File: config.mk
export PLATFORM = sky130hd
export DESIGN_NAME = jpeg_coefficient_symbol_coder_core
export DESIGN_NICKNAME = d
export VERILOG_FILES = /design/src/hw/rtl/jcsc_pkg.sv /design/src/hw/rtl/jcsc_front.sv /design/src/hw/rtl/jcsc_queue.sv /design/src/hw/rtl/jcsc_back.sv /design/src/hw/rtl/jpeg_coefficient_symbol_coder_core.sv
export SDC_FILE = /design/constraint.sdc
export NUM_CORES = 1
export LEC_CHECK = 0
export BUFFER_PORTS_ARGS = -buffer_cell sky130_fd_sc_hd__buf_2
export CORE_MARGIN = 1.5
export CORE_UTILIZATION = 45
export DETAILED_ROUTE_END_ITERATION = 8
export GPL_ROUTABILITY_DRIVEN = 0
export PLACE_DENSITY = 0.68
export RECOVER_POWER = 25
export SLEW_MARGIN = 10
export SYNTH_ARGS = -nofsm -noshare
export SYNTH_HDL_FRONTEND = slang
export SYNTH_SLANG_ARGS = --single-unit
File: constraint.sdc
create_clock -name clk -period 6.95 [get_ports clk]
set_input_delay 1.39 -clock clk [delete_from_list [all_inputs] [get_ports clk]]
set_output_delay 1.39 -clock clk [all_outputs]
set_load 0.05 [all_outputs]
File: src/hw/rtl/jcsc_pkg.sv
package jcsc_pkg;

  // Field widths
  localparam int CoefW  = 12;
  localparam int DiffW  = 13;
  localparam int SizeW  = 4;
  localparam int SymW   = 8;
  localparam int RunW   = 4;
  localparam int ZrlW   = 2;
  localparam int PosW   = 6;
  localparam int CompW  = 2;

  localparam int NumComponentsDefault = 3;
  localparam int QueueDepth           = 4;

  localparam logic [SymW-1:0] SymZrl  = 8'hF0;
  localparam logic [PosW-1:0] LastPos = 6'd63;
  localparam logic [PosW-1:0] DcPos   = 6'd0;

  // One classified request from the front to the back
  typedef struct packed {
    logic                    is_dc;
    logic signed [DiffW-1:0] value;
    logic [ZrlW-1:0]         zrl_count;
    logic [RunW-1:0]         run;
    logic                    eob;
  } cmd_t;

  typedef struct packed {
    logic valid;
    cmd_t cmd;
  } cmd_req_t;

  // Size category: index of the highest set bit plus one
  function automatic logic [SizeW-1:0] size_of(input logic [CoefW-1:0] mag);
    logic [SizeW-1:0] s;
    s = '0;
    for (int i = 0; i < CoefW; i++) begin
      if (mag[i]) s = SizeW'(i + 1);
    end
    return s;
  endfunction

endpackage

File: src/hw/rtl/jcsc_front.sv
module jcsc_front import jcsc_pkg::*; #(
  parameter int NUM_COMPONENTS = NumComponentsDefault
) (
  input  logic                    clk,
  input  logic                    rst,
  input  logic                    push,
  input  logic                    q_full,
  input  logic signed [CoefW-1:0] coefficient,
  input  logic [CompW-1:0]        component,
  output cmd_req_t                req
);

  localparam int IdxW = (NUM_COMPONENTS > 1) ? $clog2(NUM_COMPONENTS) : 1;

  logic [PosW-1:0]         position;
  logic [PosW-1:0]         zero_run;
  logic signed [CoefW-1:0] dc_predictor [NUM_COMPONENTS];

  logic             accept;
  logic [CompW-1:0] comp_sat;
  logic [IdxW-1:0]  comp_idx;
  logic             coef_zero;

  assign accept    = push && !q_full;
  assign coef_zero = (coefficient == '0);

  // Saturate the component to the last predictor
  always_comb begin
    if ({1'b0, component} >= (CompW + 1)'(NUM_COMPONENTS)) begin
      comp_sat = CompW'(NUM_COMPONENTS - 1);
    end else begin
      comp_sat = component;
    end
  end
  assign comp_idx = comp_sat[IdxW-1:0];

  // Classify the item into a request for the back
  always_comb begin
    req           = '0;
    req.cmd.value = DiffW'(coefficient);
    req.cmd.eob   = (position == LastPos);
    if (position == DcPos) begin
      req.valid        = accept;
      req.cmd.is_dc    = 1'b1;
      req.cmd.eob      = 1'b0;
      req.cmd.value    = DiffW'(coefficient) - DiffW'(dc_predictor[comp_idx]);
    end else if (coef_zero) begin
      req.valid = accept && (position == LastPos);
    end else begin
      req.valid         = accept;
      req.cmd.zrl_count = zero_run[PosW-1:RunW];
      req.cmd.run       = zero_run[RunW-1:0];
    end
  end

  // Advance position, zero run and predictors
  always_ff @(posedge clk) begin
    if (rst) begin
      position <= '0;
      zero_run <= '0;
      for (int i = 0; i < NUM_COMPONENTS; i++) dc_predictor[i] <= '0;
    end else if (accept) begin
      position <= position + 1'b1;
      if (position == DcPos) begin
        dc_predictor[comp_idx] <= coefficient;
        zero_run <= '0;
      end else if (coef_zero && position != LastPos) begin
        zero_run <= zero_run + 1'b1;
      end else begin
        zero_run <= '0;
      end
    end
  end

endmodule

File: src/hw/rtl/jcsc_queue.sv
module jcsc_queue import jcsc_pkg::*; (
  input  logic     clk,
  input  logic     rst,
  input  cmd_req_t wr,
  input  logic     rd,
  output cmd_t     rd_cmd,
  output logic     q_empty,
  output logic     q_full
);

  localparam int PtrW = $clog2(QueueDepth);
  localparam int CntW = $clog2(QueueDepth + 1);

  cmd_t            slots [QueueDepth];
  logic [PtrW-1:0] wr_ptr;
  logic [PtrW-1:0] rd_ptr;
  logic [CntW-1:0] count;

  logic do_wr;
  logic do_rd;

  assign q_empty = (count == '0);
  assign q_full  = (count == CntW'(QueueDepth));
  assign do_wr   = wr.valid && !q_full;
  assign do_rd   = rd && !q_empty;
  assign rd_cmd  = slots[rd_ptr];

  // Store requests
  always_ff @(posedge clk) begin
    if (do_wr) slots[wr_ptr] <= wr.cmd;
  end

  // Advance pointers and fill count
  always_ff @(posedge clk) begin
    if (rst) begin
      wr_ptr <= '0;
      rd_ptr <= '0;
      count  <= '0;
    end else begin
      if (do_wr) begin
        wr_ptr <= (wr_ptr == PtrW'(QueueDepth - 1)) ? '0 : wr_ptr + 1'b1;
      end
      if (do_rd) begin
        rd_ptr <= (rd_ptr == PtrW'(QueueDepth - 1)) ? '0 : rd_ptr + 1'b1;
      end
      count <= count + CntW'(do_wr) - CntW'(do_rd);
    end
  end

endmodule

File: src/hw/rtl/jcsc_back.sv
module jcsc_back import jcsc_pkg::*; (
  input  logic             clk,
  input  logic             rst,
  input  cmd_t             cmd,
  input  logic             q_empty,
  output logic             q_rd,
  input  logic             pop,
  output logic             empty,
  output logic             is_dc,
  output logic [SymW-1:0]  symbol,
  output logic [CoefW-1:0] amplitude_bits,
  output logic [SizeW-1:0] amplitude_length,
  output logic             end_of_block,
  output logic             last_of_item
);

  logic            out_valid;
  logic [ZrlW-1:0] zrl_done;

  logic             step;
  logic             emit_zrl;
  logic [CoefW-1:0] mag;
  logic [SizeW-1:0] size;
  logic [DiffW-1:0] val_m1;
  logic [CoefW-1:0] amp_mask;
  logic [CoefW-1:0] amp;
  logic [SymW-1:0]  sym_final;

  assign empty    = !out_valid;
  assign step     = !q_empty && (!out_valid || pop);
  assign emit_zrl = (zrl_done != cmd.zrl_count);
  assign q_rd     = step && !emit_zrl;

  // Size and amplitude code of the request value
  always_comb begin
    mag      = cmd.value[DiffW-1] ? CoefW'(-cmd.value) : cmd.value[CoefW-1:0];
    size     = size_of(mag);
    val_m1   = cmd.value - 1'b1;
    amp_mask = CoefW'((DiffW'(1) << size) - 1'b1);
    amp      = cmd.value[DiffW-1] ? (val_m1[CoefW-1:0] & amp_mask) : cmd.value[CoefW-1:0];
    if (cmd.is_dc) begin
      sym_final = SymW'(size);
    end else begin
      sym_final = {cmd.run, size};
    end
  end

  // Emit ZRL symbols first, then the request's own symbol
  always_ff @(posedge clk) begin
    if (rst) begin
      out_valid <= 1'b0;
      zrl_done  <= '0;
    end else begin
      if (step) begin
        out_valid <= 1'b1;
        zrl_done  <= emit_zrl ? zrl_done + 1'b1 : '0;
      end else if (pop) begin
        out_valid <= 1'b0;
      end
    end
  end

  // Hold result payload
  always_ff @(posedge clk) begin
    if (step) begin
      if (emit_zrl) begin
        is_dc            <= 1'b0;
        symbol           <= SymZrl;
        amplitude_bits   <= '0;
        amplitude_length <= '0;
        end_of_block     <= 1'b0;
        last_of_item     <= 1'b0;
      end else begin
        is_dc            <= cmd.is_dc;
        symbol           <= sym_final;
        amplitude_bits   <= amp;
        amplitude_length <= size;
        end_of_block     <= cmd.eob;
        last_of_item     <= 1'b1;
      end
    end
  end

endmodule

File: src/hw/rtl/jpeg_coefficient_symbol_coder_core.sv
// JPEG baseline coefficient symbol coder: DC difference coding and AC
// run-length coding of quantized coefficients in zigzag order.
// Input channel: push/full. One coefficient per request, 64 per block; the
// component is sampled on the first coefficient of each block.
// Result channel: empty/pop. Each result is one symbol with its amplitude
// bits and length; last_of_item marks the last result of an input request,
// end_of_block the last symbol of a block. Zero AC coefficients before the
// last position give no result.
// Path: an accepted request is written into a queue slot, then into the
// result register once the result side is free. Throughput: one request
// per cycle in while full is low, one result per cycle out while pop is
// high; a coefficient after a zero run of 16 or more yields one extra
// result per ZRL (up to three), and the request queue between the
// classifier and the symbol emitter soaks these up. full rises when that
// queue holds QueueDepth requests. Reset clears the block position, the
// zero run, all DC predictors, the queue and the result valid flag.
// When the receiver stalls, the result holds; the queue keeps taking
// requests until it fills, then full holds off the sender.
module jpeg_coefficient_symbol_coder_core import jcsc_pkg::*; #(
  parameter int NUM_COMPONENTS = NumComponentsDefault
) (
  input  logic                    clk,
  input  logic                    rst,
  input  logic                    push,
  output logic                    full,
  input  logic signed [CoefW-1:0] coefficient,
  input  logic [CompW-1:0]        component,
  output logic                    empty,
  input  logic                    pop,
  output logic                    is_dc,
  output logic [SymW-1:0]         symbol,
  output logic [CoefW-1:0]        amplitude_bits,
  output logic [SizeW-1:0]        amplitude_length,
  output logic                    end_of_block,
  output logic                    last_of_item
);

  cmd_req_t req;
  cmd_t     q_cmd;
  logic     q_empty;
  logic     q_full;
  logic     q_rd;

  assign full = q_full;

  jcsc_front #(
    .NUM_COMPONENTS(NUM_COMPONENTS)
  ) u_front (
    .clk        (clk),
    .rst        (rst),
    .push       (push),
    .q_full     (q_full),
    .coefficient(coefficient),
    .component  (component),
    .req        (req)
  );

  jcsc_queue u_queue (
    .clk    (clk),
    .rst    (rst),
    .wr     (req),
    .rd     (q_rd),
    .rd_cmd (q_cmd),
    .q_empty(q_empty),
    .q_full (q_full)
  );

  jcsc_back u_back (
    .clk             (clk),
    .rst             (rst),
    .cmd             (q_cmd),
    .q_empty         (q_empty),
    .q_rd            (q_rd),
    .pop             (pop),
    .empty           (empty),
    .is_dc           (is_dc),
    .symbol          (symbol),
    .amplitude_bits  (amplitude_bits),
    .amplitude_length(amplitude_length),
    .end_of_block    (end_of_block),
    .last_of_item    (last_of_item)
  );

  // A block's last symbol always closes its request
  a_eob_last: assert property (@(posedge clk) disable iff (rst)
    !empty && end_of_block |-> last_of_item)
    else $error("end_of_block without last_of_item");

  // A DC symbol is a single result and never ends the block
  a_dc_single: assert property (@(posedge clk) disable iff (rst)
    !empty && is_dc |-> last_of_item && !end_of_block)
    else $error("bad DC result flags");

  // A ZRL is always followed by more results of the same request
  a_zrl_not_last: assert property (@(posedge clk) disable iff (rst)
    !empty && !is_dc && symbol == SymZrl && amplitude_length == '0 |->
      !last_of_item && !end_of_block)
    else $error("ZRL marked as last result");

endmodule

-- Yosys cells after proc, flatten, opt, wreduce, memory -nomap -nowiden
Memory sizes are Yosys's and may differ from the RTL's. A register that Yosys moved wholly into a read port is not among the register bits.
Index checks and enable logic that the tools add are counted.
- memory bits (writable): 120
- output and inout bits: 29
- bits of input ports: 18
- memories: 2
- flip-flop bits (word level): 49
- add/sub/neg operators: 11
- bitwise operators: 1
- magnitude comparators: 1
- equal/unequal tests: 6
- shifts and indexed selects: 1
- mux-type cells: 43
- reduce and logical (&&, ||, !) cells: 17
- memory list (name ; depth ; width ; read ports ; clocked after memory_dff ; write ports ; RTL line ; text):
    u_queue.slots ; 4 ; 21 ; 1 ; 1 ; 1 ; jcsc_queue.sv:14 ; cmd_t slots [QueueDepth];
    u_front.dc_predictor ; 3 ; 12 ; 1 ; 0 ; 3 ; jcsc_front.sv:17 ; logic signed [CoefW-1:0] dc_predictor [NUM_COMPONENTS];
- operator list (cell ; number):
    12-bit two-way mux ; 3
    6-bit two-way mux ; 4
    12-bit by 1-bit subtractor with 12-bit output (second input constant) ; 2
    4-bit two-way mux ; 5
    2-bit two-way mux ; 9
    1-bit two-way mux ; 16
    14-bit two-way mux ; 1
    12-bit by 12-bit subtractor with 13-bit output ; 1
    6-bit by 1-bit adder with 6-bit output (second input constant) ; 2
    12-bit bitwise AND ; 1
    12-bit logical NOT ; 1
    3-bit two-way mux ; 4
    12-bit negation ; 1
    12-bit OR reduction ; 1
    1-bit by 4-bit left shift with 12-bit output (first input constant) ; 1
    8-bit two-way mux ; 1
    1-bit logical AND ; 7
    2-bit by 1-bit adder with 2-bit output (second input constant) ; 3
    6-bit equality test (second input constant) ; 1
    6-bit logical NOT ; 1
    6-bit inequality test (second input constant) ; 1
    2-bit equality test (second input constant) ; 2
    1-bit logical NOT ; 4
    3-bit by 1-bit adder with 3-bit output ; 1
    7 further kinds ; 7

-- Longest topological paths before layout
- depth after elaboration: 18
- gate-level depth with buffers: 18
- mapped depth without buffers: 15

-- Hierarchy
Synthesis repeated with hierarchy kept, for this count alone.
- cell total of the unflattened synthesis: 721
- area total of the unflattened synthesis: 8589.5 µm²
- by module, submodules not included (module ; cells each ; area an instance (µm²) ; sequential area each (µm²) ; times used):
    jcsc_queue ; 160 ; 3500.9 ; 2702.6 ; 1
    jcsc_front ; 314 ; 2984.1 ; 1321.3 ; 1
    jcsc_back ; 247 ; 2104.5 ; 750.7 ; 1

-- Worst setup path before layout
OpenSTA, ideal clock, no wires.
- kind: input-to-reg
- start point: in component[0]
- end point: mem u_queue.slots[0][19] (netlist name), data pin
- cell stages on the path: 16
- data arrival time: 4.535 ns
- data required time: 6.662 ns
- setup slack: 2.127 ns
- cell sequence: clkbuf_1 -> clkbuf_1 -> mux2i_1 -> o21ai_0 -> ha_1 -> fa_1 -> nor2b_1 -> o21ai_0 -> a21boi_0 -> o21ai_0 -> a21boi_0 -> o21ai_0 -> a21boi_0 -> o21ai_0 -> a21boi_0 -> o21ai_0
- RTL lines (what ; RTL line ; text):
    from (decl) ; jpeg_coefficient_symbol_coder_core.sv:27 ; input logic [CompW-1:0] component,
    to (decl) ; jcsc_queue.sv:14 ;

==> impl_metrics.toml <==
[routing]
drtAntennaViolNets = 0
wire_per_inst_um = 17.5
via_per_inst = 5.61
routed_wl_um = 16900
vias = 5435
firstDrtPassIters = 7
drtIter0Drc = 520
drc_errors = 6

[worst_setup_path]
crit_type = "flip-flop to flip-flop"
crit_family = "compound AO/OA/AOI/OAI gates"
crit_path_cell_trace = "mux4_2, inv_1, ha_1, inv_1, a21o_1, a32oi_1, nor2_1, o221a_2, o311ai_1, nand3_1, ha_1, or3_1, a211o_1, a31oi_1"
worstPathMaxFanout = 14
startpoint_type = "flip-flop"
max_stage_delay_ps = 870
cp.required_ps = 7210
end_kind = "flip-flop"
cp.arrival_ps = 5320
crit_buf_inv = 2
slowest_stage = "dfxtp_1"

[worst_hold_path]
hp-class = "flip-flop to flip-flop"

[yosys]
yosys.area.top_type = "edfxtp_1"
synth_edf_count = 143
yosysSeqAreaShare_pct = 57.1
synth.area.top_cells = "edfxtp_1 (51%), mux4_2 (5.9%), dfxtp_1 (5.7%)"
syn_area_um2 = 8360
synth_flop_cell = "edfxtp_1"
postSynthCellCount = 693
yosysUniqueCellTypes = 60
synth_top_area_share_pct = 51.4
yosys_register_bits = 167
synth_fp_nets = 738
synthArstFlopShare_pct = 0
yosys_warnings = 0
syn_avg_cell_area_um2 = 12.1

[global_route]
grt_pass1_wl_um = 27400
grt-ovfl-total = 0
grt_max_degree = 29
antenna_found_initial = 0
track_usage_pct = 18.0
grt_pass1_vias = 5565

[sta]
period_share_pct = 72.7
setup_tns_ps = 0
hold_ws_ps = 482
rsz0062_at_grt = "false"
max_freq_mhz = 198
tightest_slew_ps = 1410
fin_worst_skew_ps = 9.41
hold_violations = 0
setup_viol = 0
slew_headroom_pct = 6.18
slew_viol_final = 0
min_period_ps = 5050

[final_layout]
antenna_cells = 0
area.growth.synth_to_final_pct = 11.1
drive_above_1_share_pct = 13.3
final_cell_mix = "edfxtp_1 (143), nor2_1 (65), nand2_1 (52)"
nNetsFinal = 771
layout_commonest_cell = "edfxtp_1"

[die]
rows = 49
initial_core_util_pct = 46.2
ioPinCount = 47
die_area_um2 = 19400
die_height_um = 139
coreArea_um2 = 18100
die_w_um = 139

[placed_design]
io_buffers = 46
dpl.hpwl_um = 11600

[job]
cap_violations = 0

[clock_network]
cts_setup_buffers = 0
cts_inserted_buffers = 17
cts_tree = "yes"
root_buffer = "clkbuf_16"
cts.repair.resized = 0
hold_buffers = 0
clockBufferDepth = 2
path_clk_slew_ps = 60
worstSkewPairLatency_ps = 420
htreeDepth = 4
clock-sinks = 167

[run_status]
violations = "DRC"
status = "finished, violations left"

[power_and_ir_drop]
powerDensity_nw_per_um2 = 433
vdd_drop_max_uv = 199
p_leak_nw = 3.38
## Yosys cell counts, drive strengths merged, types with 11 or more instances
cell type  instances
nand3             11
nor2              65
ha                25
o21ai             28
nand2             53
clkbuf            27
mux2i             19
edfxtp           143
inv               34
mux4              22
xnor2             15
and2              34
dfxtp             24
nor3              11
and3              22
a21oi             37
## layer usage
metal | part of all wire (%) | global-route usage, % | up-vias
met1 | 43 | 22.1 | 2640
met3 | 4.8 | 4.03 | 17
li1 | - | - | 2616
met2 | 51 | 31.2 | 162
met5 | 0 | 0 | -
met4 | 1.3 | 6.44 | 0
## tightest hold or removal path: cells and delay by family (launching register included)
| family | cells | cell delay (ps) |
|---|---|---|
| flops | 1 | 330 |
| compound gates | 1 | 50 |
| simple gates | 1 | 60 |
## logic make-up (layout without fill, tap and decap cells)
kind of cell / after synthesis / after routing / synth area share, %
AND/OR/NAND/NOR: 242 / 242 / 14.8
adder cells (fa/ha/maj): 27 / 27 / 4.22
AO/OA/AOI/OAI: 116 / 116 / 8.79
multiplexers: 45 / 45 / 8.74
buffers and inverters: 71 / 117 / 3.52
flip-flops: 167 / 167 / 57.1
XOR/XNOR: 25 / 25 / 2.84
## area by class of cell
type	count	area, um^2
clock buffer	17	425
clock inverter	15	153
fill	1510	8800
inverter	34	128
multi-input combinational	455	3290
sequential	167	4770
tap	229	287
timing repair buffer	51	229
## final timing paths
kind                    startpoint                       end  slack, ps  cells after the start
setup reg to reg         flip-flop  u_back.amplitude_bits[6]       1900                     14
setup / recovery         flip-flop  u_back.amplitude_bits[6]       1900                     14
hold reg to reg   u_back.out_valid          u_back.out_valid        480                      2
hold / removal    u_back.out_valid          u_back.out_valid        480                      2
## metrics by stage
stage	cells	worst slack [ps]	power (mW)	utilization (%)	cell area, um^2
global route	968	1570	4.23	51.3	9290
finish	968	1900	4.02	51.3	9290
floorplan	693	2130	2.76	-	8360
global placement	936	2090	3.07	48.4	8750
detailed placement	936	1900	3.12	48.4	8750
CTS	968	1940	4.04	51.6	9330
## power breakdown
group / switching [mW] / internal, mW
registers: 0.0809 / 1.36
logic: 1.14 / 0.513
clock network: 0.390 / 0.531
## state kept, by name, summed over array words and instances, names as in the netlist, 2 cells and up, named ones only
name                     cells
u_back.amplitude_bits       12
u_back.amplitude_length      3
u_back.symbol                5
u_back.zrl_done              2
u_front.dc_predictor        36
u_front.position             6
u_front.zero_run             6
u_queue.count                3
u_queue.rd_ptr               2
u_queue.slots               84
u_queue.wr_ptr               2
Power figures use the tool's default switching activity.
